`src/design/linear_value_smoother_assert.svh`:
```
// assertion macros for the linear value smoother
`ifndef LINEAR_VALUE_SMOOTHER_ASSERT_SVH
`define LINEAR_VALUE_SMOOTHER_ASSERT_SVH

`ifndef SYNTHESIS

// antecedent implies consequent in the same cycle
`define LVS_ASSERT_SAME(label, clk, rst, ante, cons, msg) \
   label: assert property (@(posedge clk) disable iff (rst) (ante) |-> (cons)) \
      else $error(msg);

// antecedent implies consequent in the next cycle
`define LVS_ASSERT_NEXT(label, clk, rst, ante, cons, msg) \
   label: assert property (@(posedge clk) disable iff (rst) (ante) |=> (cons)) \
      else $error(msg);

// expression holds at every clock edge
`define LVS_ASSERT_ALWAYS(label, clk, rst, expr, msg) \
   label: assert property (@(posedge clk) disable iff (rst) (expr)) \
      else $error(msg);

`else

`define LVS_ASSERT_SAME(label, clk, rst, ante, cons, msg)
`define LVS_ASSERT_NEXT(label, clk, rst, ante, cons, msg)
`define LVS_ASSERT_ALWAYS(label, clk, rst, expr, msg)

`endif

`endif

```
`src/design/lvs_pkg.sv`:
```
`default_nettype none

package lvs_pkg;

   localparam int LEVEL_W = 48;
   localparam int VALUE_W = 32;
   localparam int COUNT_W = 16;
   localparam int DIST_W = LEVEL_W + 1;
   localparam int QUO_W = DIST_W + 1;
   localparam int DIV_STEPS = QUO_W / 2;
   localparam int DIV_CNT_W = $clog2(DIV_STEPS);

   localparam logic [1:0] OP_SET_TARGET = 2'd0;
   localparam logic [1:0] OP_JUMP = 2'd1;
   localparam logic [1:0] OP_ADVANCE = 2'd2;

   typedef struct packed {
      logic [1:0] op;
      logic signed [VALUE_W-1:0] value;
      logic [COUNT_W-1:0] sample_count;
   } req_type;

   typedef struct packed {
      logic signed [VALUE_W-1:0] current_value;
      logic ramping;
   } rsp_type;

   typedef enum logic [2:0] {
      ST_IDLE,
      ST_DECODE,
      ST_DIV,
      ST_DIV_FIX,
      ST_MUL_HI,
      ST_ACCUM,
      ST_RESULT
   } state_type;

   typedef struct packed {
      logic latch_req;
      logic div_load;
      logic div_step;
      logic div_finish;
      logic jump;
      logic snap;
      logic mul_lo;
      logic mul_hi;
      logic accum;
      logic rsp_load;
   } cmd_type;

   typedef struct packed {
      logic [1:0] op;
      logic target_differs;
      logic count_zero;
      logic left_zero;
      logic rsp_free;
   } status_type;

endpackage

`default_nettype wire

```
`src/design/lvs_dpath.sv`:
```
`default_nettype none

module lvs_dpath (
   input wire logic clock,
   input wire logic reset,
   input wire lvs_pkg::cmd_type cmd,
   output lvs_pkg::status_type status,
   input wire lvs_pkg::req_type req_payload,
   input wire logic csr_write_enable,
   input wire logic [lvs_pkg::COUNT_W-1:0] csr_write_data,
   output logic rsp_valid,
   output lvs_pkg::rsp_type rsp_payload,
   input wire logic rsp_stall
);
   import lvs_pkg::*;

   req_type req_ff, req_in;
   logic [COUNT_W-1:0] ramp_length_ff, ramp_length_in;
   logic signed [LEVEL_W-1:0] current_ff, current_in;
   logic signed [VALUE_W-1:0] target_ff, target_in;
   logic signed [LEVEL_W-1:0] step_ff, step_in;
   logic [COUNT_W-1:0] left_ff, left_in;
   logic [COUNT_W-1:0] divisor_ff, divisor_in;
   logic [COUNT_W-1:0] rem_ff, rem_in;
   logic [QUO_W-1:0] quo_ff, quo_in;
   logic neg_ff, neg_in;
   logic [COUNT_W-1:0] n_ff, n_in;
   logic [LEVEL_W/2+COUNT_W-1:0] plo_ff, plo_in;
   logic [63:0] prod_ff, prod_in;
   logic rsp_valid_ff, rsp_valid_in;
   rsp_type rsp_ff, rsp_in;

   logic [COUNT_W-1:0] ramp_eff;
   logic [DIST_W-1:0] delta;
   logic [DIST_W-1:0] dist_mag;
   logic [DIST_W-1:0] quo_mag;
   logic [LEVEL_W-1:0] step_fix;
   logic [COUNT_W-1:0] n_sel;
   logic signed [LEVEL_W/2+COUNT_W:0] phi;
   logic [64:0] sum;
   logic [LEVEL_W-1:0] sum_sat;
   logic [COUNT_W-1:0] left_new;
   logic [DIST_W-1:0] rnd;
   logic [VALUE_W:0] rnd_q;
   logic [VALUE_W-1:0] out_sat;
   logic [COUNT_W-1:0] rem_v;
   logic [QUO_W-1:0] quo_v;
   logic [COUNT_W:0] shifted;

   assign ramp_eff = (ramp_length_ff == '0) ? COUNT_W'(1) : ramp_length_ff;
   assign delta = {req_ff.value[VALUE_W-1], req_ff.value, 16'h0000}
      - {current_ff[LEVEL_W-1], current_ff};
   assign dist_mag = delta[DIST_W-1] ? (DIST_W'(0) - delta) : delta;

   // two restoring steps per cycle
   always_comb begin
      rem_v = rem_ff;
      quo_v = quo_ff;
      shifted = '0;
      for (int i = 0; i < 2; i++) begin
         shifted = {rem_v, quo_v[QUO_W-1]};
         quo_v = {quo_v[QUO_W-2:0], 1'b0};
         if (shifted >= {1'b0, divisor_ff}) begin
            rem_v = COUNT_W'(shifted - {1'b0, divisor_ff});
            quo_v[0] = 1'b1;
         end else begin
            rem_v = shifted[COUNT_W-1:0];
         end
      end
   end

   assign quo_mag = quo_ff[DIST_W-1:0];
   always_comb begin
      if (!neg_ff) begin
         if (quo_mag[DIST_W-1] | quo_mag[LEVEL_W-1]) begin
            step_fix = {1'b0, {(LEVEL_W-1){1'b1}}};
         end else begin
            step_fix = quo_mag[LEVEL_W-1:0];
         end
      end else begin
         if (quo_mag[DIST_W-1] | (quo_mag[LEVEL_W-1] & (|quo_mag[LEVEL_W-2:0]))) begin
            step_fix = {1'b1, {(LEVEL_W-1){1'b0}}};
         end else begin
            step_fix = LEVEL_W'(0) - quo_mag[LEVEL_W-1:0];
         end
      end
   end

   assign n_sel = (req_ff.sample_count < left_ff) ? req_ff.sample_count : left_ff;
   assign phi = $signed({{(COUNT_W+1){step_ff[LEVEL_W-1]}}, step_ff[LEVEL_W-1:LEVEL_W/2]})
      * $signed({{(LEVEL_W/2+1){1'b0}}, n_ff});

   assign sum = {{17{current_ff[LEVEL_W-1]}}, current_ff} + {prod_ff[63], prod_ff};
   always_comb begin
      if ((&sum[64:LEVEL_W-1]) || !(|sum[64:LEVEL_W-1])) begin
         sum_sat = sum[LEVEL_W-1:0];
      end else if (sum[64]) begin
         sum_sat = {1'b1, {(LEVEL_W-1){1'b0}}};
      end else begin
         sum_sat = {1'b0, {(LEVEL_W-1){1'b1}}};
      end
   end
   assign left_new = left_ff - n_ff;

   // round the q32.16 level half up to a signed 32-bit value and saturate
   assign rnd = {current_ff[LEVEL_W-1], current_ff} + DIST_W'(32768);
   assign rnd_q = rnd[DIST_W-1:16];
   always_comb begin
      if (rnd_q[VALUE_W] != rnd_q[VALUE_W-1]) begin
         out_sat = rnd_q[VALUE_W] ? {1'b1, {(VALUE_W-1){1'b0}}} : {1'b0, {(VALUE_W-1){1'b1}}};
      end else begin
         out_sat = rnd_q[VALUE_W-1:0];
      end
   end

   always_comb begin
      req_in = req_ff;
      ramp_length_in = ramp_length_ff;
      current_in = current_ff;
      target_in = target_ff;
      step_in = step_ff;
      left_in = left_ff;
      divisor_in = divisor_ff;
      rem_in = rem_ff;
      quo_in = quo_ff;
      neg_in = neg_ff;
      n_in = n_ff;
      plo_in = plo_ff;
      prod_in = prod_ff;
      rsp_valid_in = rsp_valid_ff;
      rsp_in = rsp_ff;

      if (cmd.latch_req) begin
         req_in = req_payload;
      end
      if (cmd.div_load) begin
         target_in = req_ff.value;
         left_in = ramp_eff;
         divisor_in = ramp_eff;
         rem_in = '0;
         quo_in = {1'b0, dist_mag};
         neg_in = delta[DIST_W-1];
      end
      if (cmd.div_step) begin
         rem_in = rem_v;
         quo_in = quo_v;
      end
      if (cmd.div_finish) begin
         step_in = step_fix;
      end
      if (cmd.jump) begin
         target_in = req_ff.value;
         current_in = {req_ff.value, 16'h0000};
         step_in = '0;
         left_in = '0;
      end
      if (cmd.snap) begin
         current_in = {target_ff, 16'h0000};
      end
      if (cmd.mul_lo) begin
         n_in = n_sel;
         plo_in = {{COUNT_W{1'b0}}, step_ff[LEVEL_W/2-1:0]}
            * {{(LEVEL_W/2){1'b0}}, n_sel};
      end
      if (cmd.mul_hi) begin
         prod_in = {phi[LEVEL_W/2+COUNT_W-1:0], 24'h000000} + {24'h000000, plo_ff};
      end
      if (cmd.accum) begin
         left_in = left_new;
         current_in = (left_new == '0) ? {target_ff, 16'h0000} : sum_sat;
      end
      if (csr_write_enable) begin
         ramp_length_in = csr_write_data;
         left_in = '0;
         step_in = '0;
      end

      if (cmd.rsp_load) begin
         rsp_valid_in = 1'b1;
         rsp_in.current_value = out_sat;
         rsp_in.ramping = (left_ff != '0);
      end else if (rsp_valid_ff && !rsp_stall) begin
         rsp_valid_in = 1'b0;
      end
   end

   always_ff @(posedge clock) begin
      if (reset) begin
         ramp_length_ff <= COUNT_W'(1);
         current_ff <= '0;
         target_ff <= '0;
         step_ff <= '0;
         left_ff <= '0;
         rsp_valid_ff <= 1'b0;
      end else begin
         ramp_length_ff <= ramp_length_in;
         current_ff <= current_in;
         target_ff <= target_in;
         step_ff <= step_in;
         left_ff <= left_in;
         rsp_valid_ff <= rsp_valid_in;
      end
   end

   always_ff @(posedge clock) begin
      req_ff <= req_in;
      divisor_ff <= divisor_in;
      rem_ff <= rem_in;
      quo_ff <= quo_in;
      neg_ff <= neg_in;
      n_ff <= n_in;
      plo_ff <= plo_in;
      prod_ff <= prod_in;
      rsp_ff <= rsp_in;
   end

   assign status.op = req_ff.op;
   assign status.target_differs = (req_ff.value != target_ff);
   assign status.count_zero = (req_ff.sample_count == '0);
   assign status.left_zero = (left_ff == '0);
   assign status.rsp_free = !rsp_valid_ff || !rsp_stall;

   assign rsp_valid = rsp_valid_ff;
   assign rsp_payload = rsp_ff;

endmodule

`default_nettype wire

```
`src/design/lvs_ctrl.sv`:
```
`default_nettype none

module lvs_ctrl (
   input wire logic clock,
   input wire logic reset,
   input wire logic req_valid,
   output logic req_stall,
   input wire lvs_pkg::status_type status,
   output lvs_pkg::cmd_type cmd
);
   import lvs_pkg::*;

   state_type state_ff, state_in;
   logic [DIV_CNT_W-1:0] div_count_ff, div_count_in;
   logic div_last;

   assign div_last = (div_count_ff == DIV_CNT_W'(DIV_STEPS - 1));

   always_comb begin
      state_in = state_ff;
      case (state_ff)
         ST_IDLE: begin
            if (req_valid) begin
               state_in = ST_DECODE;
            end
         end
         ST_DECODE: begin
            case (status.op)
               OP_SET_TARGET: state_in = status.target_differs ? ST_DIV : ST_RESULT;
               OP_ADVANCE: begin
                  if (!status.count_zero && !status.left_zero) begin
                     state_in = ST_MUL_HI;
                  end else begin
                     state_in = ST_RESULT;
                  end
               end
               default: state_in = ST_RESULT;
            endcase
         end
         ST_DIV: begin
            if (div_last) begin
               state_in = ST_DIV_FIX;
            end
         end
         ST_DIV_FIX: state_in = ST_RESULT;
         ST_MUL_HI: state_in = ST_ACCUM;
         ST_ACCUM: state_in = ST_RESULT;
         ST_RESULT: begin
            if (status.rsp_free) begin
               state_in = ST_IDLE;
            end
         end
         default: state_in = ST_IDLE;
      endcase
   end

   always_comb begin
      cmd = '0;
      req_stall = 1'b1;
      div_count_in = div_count_ff;
      case (state_ff)
         ST_IDLE: begin
            req_stall = 1'b0;
            cmd.latch_req = req_valid;
         end
         ST_DECODE: begin
            div_count_in = '0;
            case (status.op)
               OP_SET_TARGET: cmd.div_load = status.target_differs;
               OP_JUMP: cmd.jump = 1'b1;
               OP_ADVANCE: begin
                  if (!status.count_zero) begin
                     cmd.snap = status.left_zero;
                     cmd.mul_lo = !status.left_zero;
                  end
               end
               default: cmd = '0;
            endcase
         end
         ST_DIV: begin
            cmd.div_step = 1'b1;
            div_count_in = div_count_ff + DIV_CNT_W'(1);
         end
         ST_DIV_FIX: cmd.div_finish = 1'b1;
         ST_MUL_HI: cmd.mul_hi = 1'b1;
         ST_ACCUM: cmd.accum = 1'b1;
         ST_RESULT: cmd.rsp_load = status.rsp_free;
         default: cmd = '0;
      endcase
   end

   always_ff @(posedge clock) begin
      if (reset) begin
         state_ff <= ST_IDLE;
         div_count_ff <= '0;
      end else begin
         state_ff <= state_in;
         div_count_ff <= div_count_in;
      end
   end

endmodule

`default_nettype wire

```
`src/design/linear_value_smoother.sv`:
```
// channel   direction  ports                      accepted when
// request   in         req_valid/req_stall        req_valid && !req_stall
// response  out        rsp_valid/rsp_stall        rsp_valid && !rsp_stall
// csr       in         csr_write_enable/_data     csr_write_enable
//
// one request at a time; a response register lets the next request in early
// set target with a new value runs through the radix-4 step divider
// an advance inside a ramp runs a two-part multiply, then an add; other advances go straight to the result
// reset is synchronous; ramp_length returns to 1, all levels to zero
// a stalled response holds the block in its result state until taken
`default_nettype none

`include "linear_value_smoother_assert.svh"

module linear_value_smoother (
   input wire logic clock,
   input wire logic reset,
   input wire logic req_valid,
   output logic req_stall,
   input wire lvs_pkg::req_type req_payload,
   output logic rsp_valid,
   input wire logic rsp_stall,
   output lvs_pkg::rsp_type rsp_payload,
   input wire logic csr_write_enable,
   input wire logic [lvs_pkg::COUNT_W-1:0] csr_write_data
);
   import lvs_pkg::*;

   cmd_type cmd;
   status_type status;

   lvs_ctrl u_ctrl (
      .clock(clock),
      .reset(reset),
      .req_valid(req_valid),
      .req_stall(req_stall),
      .status(status),
      .cmd(cmd)
   );

   lvs_dpath u_dpath (
      .clock(clock),
      .reset(reset),
      .cmd(cmd),
      .status(status),
      .req_payload(req_payload),
      .csr_write_enable(csr_write_enable),
      .csr_write_data(csr_write_data),
      .rsp_valid(rsp_valid),
      .rsp_payload(rsp_payload),
      .rsp_stall(rsp_stall)
   );

   `LVS_ASSERT_ALWAYS(a_cmd_onehot, clock, reset, $onehot0(cmd), "more than one datapath command")
   `LVS_ASSERT_NEXT(a_busy_after_req, clock, reset, req_valid && !req_stall, req_stall, "request taken while busy")
   `LVS_ASSERT_SAME(a_no_overwrite, clock, reset, cmd.rsp_load, !rsp_valid || !rsp_stall, "pending response overwritten")
   `LVS_ASSERT_NEXT(a_load_then_valid, clock, reset, cmd.rsp_load, rsp_valid && !req_stall, "response not presented")

endmodule

`default_nettype wire
```
`config.mk`:
```
export PLATFORM = sky130hd
export DESIGN_NAME = linear_value_smoother
export DESIGN_NICKNAME = d
export VERILOG_FILES = /design/src/design/lvs_pkg.sv /design/src/design/lvs_dpath.sv /design/src/design/lvs_ctrl.sv /design/src/design/linear_value_smoother.sv
export VERILOG_INCLUDE_DIRS = /design/src /design/src/design
export SDC_FILE = /design/constraint.sdc
export NUM_CORES = 2
export LEC_CHECK = 0
export BUFFER_PORTS_ARGS = -buffer_cell sky130_fd_sc_hd__buf_2
export CAP_MARGIN = 10
export CORE_MARGIN = 3
export CORE_UTILIZATION = 50
export CTS_CLUSTER_SIZE = 12
export DETAILED_ROUTE_END_ITERATION = 10
export PLACE_DENSITY_LB_ADDON = 0.25
export SETUP_SLACK_MARGIN = 0.02
export SYNTH_ARGS = -nofsm -noshare
export SYNTH_HDL_FRONTEND = slang
export SYNTH_SLANG_ARGS = --single-unit
```
`constraint.sdc`:
```
create_clock -name clock -period 24.6 [get_ports clock]
set_input_delay 4.92 -clock clock [delete_from_list [all_inputs] [get_ports clock]]
set_output_delay 4.92 -clock clock [all_outputs]
set_load 0.05 [all_outputs]
```
Yosys cells after proc, flatten, opt, wreduce, memory -nomap -nowiden
Cells that the tools add are included.

cells by class
  $add $sub $neg = 10
  multipliers = 2
  magnitude comparators = 3
  eq/ne operators = 14
  multiplexer cells = 50
  bitwise gates (word level) = 3
  reductions and logical operators = 29

operators by type and width
  operator                                           number
  2-to-1 mux 48 bit                                  9
  2-to-1 mux 16 bit                                  9
  2-to-1 mux 32 bit                                  4
  2-to-1 mux 50 bit                                  2
  adder 48 x 64 -> 65 bit                            1
  adder 64 x 40 -> 64 bit                            1
  zero test 16 bit                                   4
  adder 48 x 17 -> 49 bit, second input constant     1
  2-to-1 mux 49 bit                                  1
  subtractor 1 x 49 -> 49 bit, first input constant  1
  subtractor 48 x 48 -> 49 bit                       1
  subtractor 1 x 48 -> 48 bit, first input constant  1
  subtractor 16 bit                                  3
  OR reduction 47 bit                                1
  multiplier 24 x 16 -> 40 bit                       1
  multiplier 24 x 17 -> 40 bit                       1
  greater-or-equal comparator 17 x 16 -> 1 bit       2
  != test 32 bit                                     1
  case mux 3 bit (6 select lines)                    1
  AND reduction 18 bit                               1
  OR reduction 18 bit                                1
  less-than comparator 16 bit                        1
  nonzero test 16 bit                                1
  2-to-1 mux 3 bit                                   5
  other kinds (26)                                   57

word-level totals
  bits in registers = 455
  input port bits = 71
  output and inout bits = 35
  logic and storage cells = 131

Longest topological paths before layout
  depth after elaboration = 8
  depth in mapped cells = 41
  mapped depth without buffers = 40

Cells and area by module
Synthesis repeated with hierarchy kept, for this count alone.

unflattened totals
  cells, all modules = 6568
  area total of the unflattened synthesis = 57158.6 µm²

by module, submodules not included
  module     times used  cells each  area an instance (µm²)  sequential area each (µm²)
  lvs_dpath  1           6500        56643.1                 11811.3
  lvs_ctrl   1           68          515.5                   160.2

Worst setup path after synthesis
Ideal clock, no wire load.

  path type = reg-to-reg
  from = register u_dpath.left_ff[1]
  to = register u_dpath.plo_ff[39], data pin
  library setup time = 0.260 ns
  data arrival time = 9.193 ns
  required time = 24.340 ns
  slack = 15.147 ns
  stages on the path, launching flop included = 40
  path buffers = 2
  clock period less this slack = 9.453 ns
  cells stage by stage = dfxtp_1 inv_1 ha_1 a21o_1 a21o_1 a21o_1 a21o_1 a21o_1 a21o_1 a21oi_1 o21ai_0 a211oi_1 o21bai_1 clkbuf_1 mux2_2 clkbuf_1 nand2_1 fa_1 (+4 left out) fa_1 inv_1 fa_1 inv_1 ha_1 a21o_1 a21o_1 a21oi_1 nor2b_1 o21ai_0 o311ai_0 a221o_1 o41ai_1 nor2b_1 a2111oi_0 o21bai_1 a21oi_1 xnor2_1

on the way
  word-level cells in the longest chain between the ends = 3

ends and longest elaborated chain
  element                           RTL line          RTL
  from (decl)                       lvs_dpath.sv:22   logic [COUNT_W-1:0] left_ff, left_in;
  from (signal assigned)            lvs_dpath.sv:200  left_ff <= left_in;
  less-than comparator 16 bit       lvs_dpath.sv:89   assign n_sel = (req_ff.sample_count < left_ff) ? req_ff.sample_count : left_ff;
  2-to-1 mux 16 bit (*)             lvs_dpath.sv:89
  multiplier 24 x 16 -> 40 bit (*)  lvs_dpath.sv:163  * {{(LEVEL_W/2){1'b0}}, n_sel};
  to (signal assigned)              lvs_dpath.sv:212  plo_ff <= plo_in;
  to (decl)                         lvs_dpath.sv:28   logic [LEVEL_W/2+COUNT_W-1:0] plo_ff, plo_in;

Mark *: on every way between the ends. The rest lies on a longest branch, timed or not.
A chain may end at the register's enable or synchronous reset.

Final worst setup path
Ends and elaborated chain as after synthesis.

==> metrics.md <==
| Metric | Value |
|---|---|
| Endpoints failing hold | `0` |
| Clock transition at path regs | `60 ps` |
| Synth Instances | `around 6400` |
| Outcome | `finished, final reports clean` |
| P_sw | `around 0.0010 W` |
| Critical R2R Capture | `u_dpath.plo_ff[39]` |
| Largest net degree at the start of global routing | `between 60 and 70` |
| Most frequent CP cell | `a21o_1` |
| Syn Nets | `7572` |
| Setup_tns | `0 ps` |
| Critical R2R Launch | `u_dpath.left_ff[1]` |
| Clock Tree Buf Depth | `3` |
| Die H | `between 300 and 400 um` |
| Final setup viols | `0` |
| Vias in the first global route | `45900` |
| Pwr/cell area | `45.7 nW/um2` |
| Initial DRC Count | `about 4200` |
| Worst-path cell with the longest stage delay | `fa_1` |
| Worst reg2reg setup slack | `roughly 14000 ps` |
| Via/cell ratio | `5.85` |
| Rel. slew slack | `0.195` |
| Critical path origin | `u_dpath.left_ff[1]` |
| Clock sinks | `approximately 460` |
| DRT antenna net count | `0` |
| Worst hold path class | `reg -> reg` |
| Hold Startpoint | `u_dpath.plo_ff[7]` |
| Die area | `117000 um2` |
| Critical Path Max Stage Delay | `550 ps` |
| Arr. time, crit path | `approximately 11000 ps` |
| DR pass1 iterations | `6` |
| Worst Setup Start Kind | `register` |
| Hold path depth | `0` |
| First-pass GRT wire length | `263000 um` |
| Gr ovfl total | `0` |
| Layout cell share with drive strength beyond 1 | `0.0558` |
| Dpl hpwl | `approximately 130000 um` |
| WP data required | `about 25000 ps` |
| Clock share of power | `0.284` |
| Syn Area/Cell | `8.78 um2` |
| Seq pwr share | `0.361` |
| Hold Buf Count CTS | `0` |
| Max VDD drop | `0.0713 mV` |
| Hold worst-path end | `u_dpath.prod_ff[7]` |
| Clock latency on the worst-skew pair | `670 ps` |
| Ys flop type | `edfxtp_1` |
| Final worst path period share | `0.416` |
| Wirelength per Cell | `21.2 um` |
| Power consumption | `roughly 0.0027 W` |
| Sequential cell area fraction in the yosys report | `0.212` |
| Setup Fix Bufs, Post-CTS | `0` |
| PortBufs | `105` |
| Switching Share | `0.383` |
| RD Place Congestion | `~0.98` |
| RSZ-0062 raised after global routing | `false` |
| Initial antenna violation count | `0` |
| Final wirelength | `167000 um` |
| Synthesized area | `roughly 56000 um2` |
| Crit path time final | `between 10000 and 15000 ps` |
| Diodes inserted | `0` |
| Leakage dissipation | `approximately 26 nW` |
| Clock skew | `59.9 ps` |
| Cell internal pwr | `0.00169 W` |
| Yosys warns | `0` |
| Chip Width | `~340 um` |
| Inserted Clock Buffers | `52` |
| Starting Density | `0.507` |
| Post_cts resized | `0` |
| Cell Rows | `122` |
| Worst r2r path cells | `40` |
| Residual DRC | `0` |
| Worst setup EP type | `register` |
| Slew Limit Fails | `0` |
| Layout Nets | `~7500` |
| Ports | `approximately 110` |
| Core area | `roughly 110000 um2` |
| FF+latch count, synth | `about 460` |
| EDFF count, synth | `about 290` |
| Least-Margin Pin Slew | `approximately 1200 ps` |
| Layout area overhead | `6.24%` |
| FFs w/ async S/R, synth | `0` |
| Yosys cell types | `94` |
| Root Buffer | `clkbuf_16` |
| GR Util All Layers | `0.287` |
| Crit path kind | `reg -> reg` |
| CP Max Fanout | `25` |
| Combinational Power Share | `0.356` |
| H-tree Lvls | `2` |
| TritonCTS clock tree | `done` |
| Total number of vias | `46200` |
| FMAX | `around 98 MHz` |
| Max-cap viol count | `0` |
==> flip-flops by register name, summed over array words and instances (netlist names), 3 cells and up <==
| name | cells |
|---|---|
| u_dpath.prod_ff | 64 |
| u_dpath.quo_ff | 50 |
| u_dpath.current_ff | 48 |
| u_dpath.req_ff | 48 |
| u_dpath.step_ff | 48 |
| u_dpath.plo_ff | 40 |
| u_dpath.rsp_payload | 33 |
| u_dpath.target_ff | 32 |
| u_dpath.divisor_ff | 16 |
| u_dpath.left_ff | 16 |
| u_dpath.n_ff | 16 |
| u_dpath.ramp_length_ff | 16 |
| u_dpath.rem_ff | 16 |
| u_ctrl.div_count_ff | 5 |
| u_ctrl.state_ff | 3 |
==> kinds of logic after synthesis <==
logic type / count (synthesis) / synth area share
XOR/XNOR: 349 / 0.0542
flip-flops: 455 / 0.212
buffers and inverters: 1231 / 0.0825
multiplexers: 74 / 0.0139
AND/OR/NAND/NOR: 2080 / 0.178
AO/OA/AOI/OAI: 1168 / 0.131
adder cells (fa/ha/maj): 1072 / 0.329
==> Yosys cell counts, types with 41 or more instances <==
| library cell | count | area share |
|---|---|---|
| a21o_1 | 88 | 0.012 |
| a21oi_1 | 378 | 0.034 |
| a31oi_1 | 76 | 0.0084 |
| and2_1 | 325 | 0.036 |
| clkbuf_1 | 267 | 0.018 |
| dfxtp_1 | 169 | 0.060 |
| edfxtp_1 | 286 | 0.15 |
| fa_1 | 683 | 0.24 |
| ha_1 | 389 | 0.086 |
| inv_1 | 933 | 0.062 |
| mux2i_1 | 41 | 0.0073 |
| nand2_1 | 812 | 0.054 |
| nand3_1 | 90 | 0.0080 |
| nand4_1 | 61 | 0.0068 |
| nor2_1 | 390 | 0.026 |
| nor3_1 | 94 | 0.0083 |
| nor4_1 | 42 | 0.0047 |
| o21ai_0 | 259 | 0.023 |
| o21bai_1 | 41 | 0.0055 |
| xnor2_1 | 210 | 0.033 |
| xor2_1 | 139 | 0.022 |
==> layout by cell type, fill, tap and decap left out, types with 34 or more instances in the layout <==
cell and count:
edfxtp_1 286, buf_2 104, xnor2_1 210, and3_1 39, nand2b_1 36, nand4_1 61
nor3_1 93, clkbuf_16 53, a21o_1 88, o21bai_1 41, a31oi_1 75, buf_4 69
mux2i_1 41, dfxtp_1 169, a21oi_1 377, nor4_1 42, and2_1 325, fa_1 683
o221ai_1 35, nor2_1 387, xor2_1 139, o21a_1 36, nor2b_1 34, ha_1 389
inv_1 933, nand3_1 90, nand2_1 810, o21ai_0 259
==> routing by layer <==
layer / GRT usage / wire (um) / vias to the layer above
met1: 0.417 / 74400 / 22700
li1: - / - / 21200
met4: 0.0813 / 5060 / 2
met5: 0.00292 / 41 / -
met2: 0.442 / 72400 / 1996
met3: 0.0475 / 15300 / 262
==> worst max path at each step <==
stage | end | slack [ps] | depth (start not counted)
finish | u_dpath.plo_ff[39] | 14370 | 40
global route | u_dpath.plo_ff[39] | 13720 | 40
CTS | u_dpath.plo_ff[39] | 14460 | 40
detailed placement | u_dpath.plo_ff[39] | 14510 | 40
global placement | u_dpath.plo_ff[39] | 14670 | 39
floorplan | u_dpath.plo_ff[39] | 15150 | 39
==> final cells by class <==
cell class	count	area [um2]
clock buffers	70	1430
fillers	10200	51300
well taps	1488	1860
flip-flops and latches	455	12000
inverters	933	3500
multi-input cells	4743	39900
repair buffers	173	1040
clock inverters	28	280
==> critical path, delay by kind of cell (launching register included) <==
kind,cells,cell delay (ps)
compound gates,20,3960
xor+xnor,1,80
fa+ha+maj,8,3770
buf+inv,7,700
flops,1,390
simple gates,3,500
mux,1,540
==> stage by stage <==
step	util	cells	hold WS, ps	worst slack (ps)	instance area [um2]
2_1_floorplan	-	6429	400	15150	56400
3_3_place_gp	0.523	7792	402	14670	58200
3_5_place_dp	0.523	7792	405	14510	58200
4_1_cts	0.539	7890	418	14460	59900
5_1_grt	0.539	7890	428	13720	59900
6_report	0.539	7890	418	14370	59900
==> power groups by stage <==
stage	logic [W]	clock network, W	registers (W)
6_report	0.000975	0.000777	0.000988
5_1_grt	0.00107	0.000822	0.000994
4_1_cts	0.000959	0.000792	0.000984
3_5_place_dp	0.000950	0	0.000998
3_3_place_gp	0.000939	0	0.000998
2_1_floorplan	0.000718	0	0.000964
(Power assumes the default switching activity.)
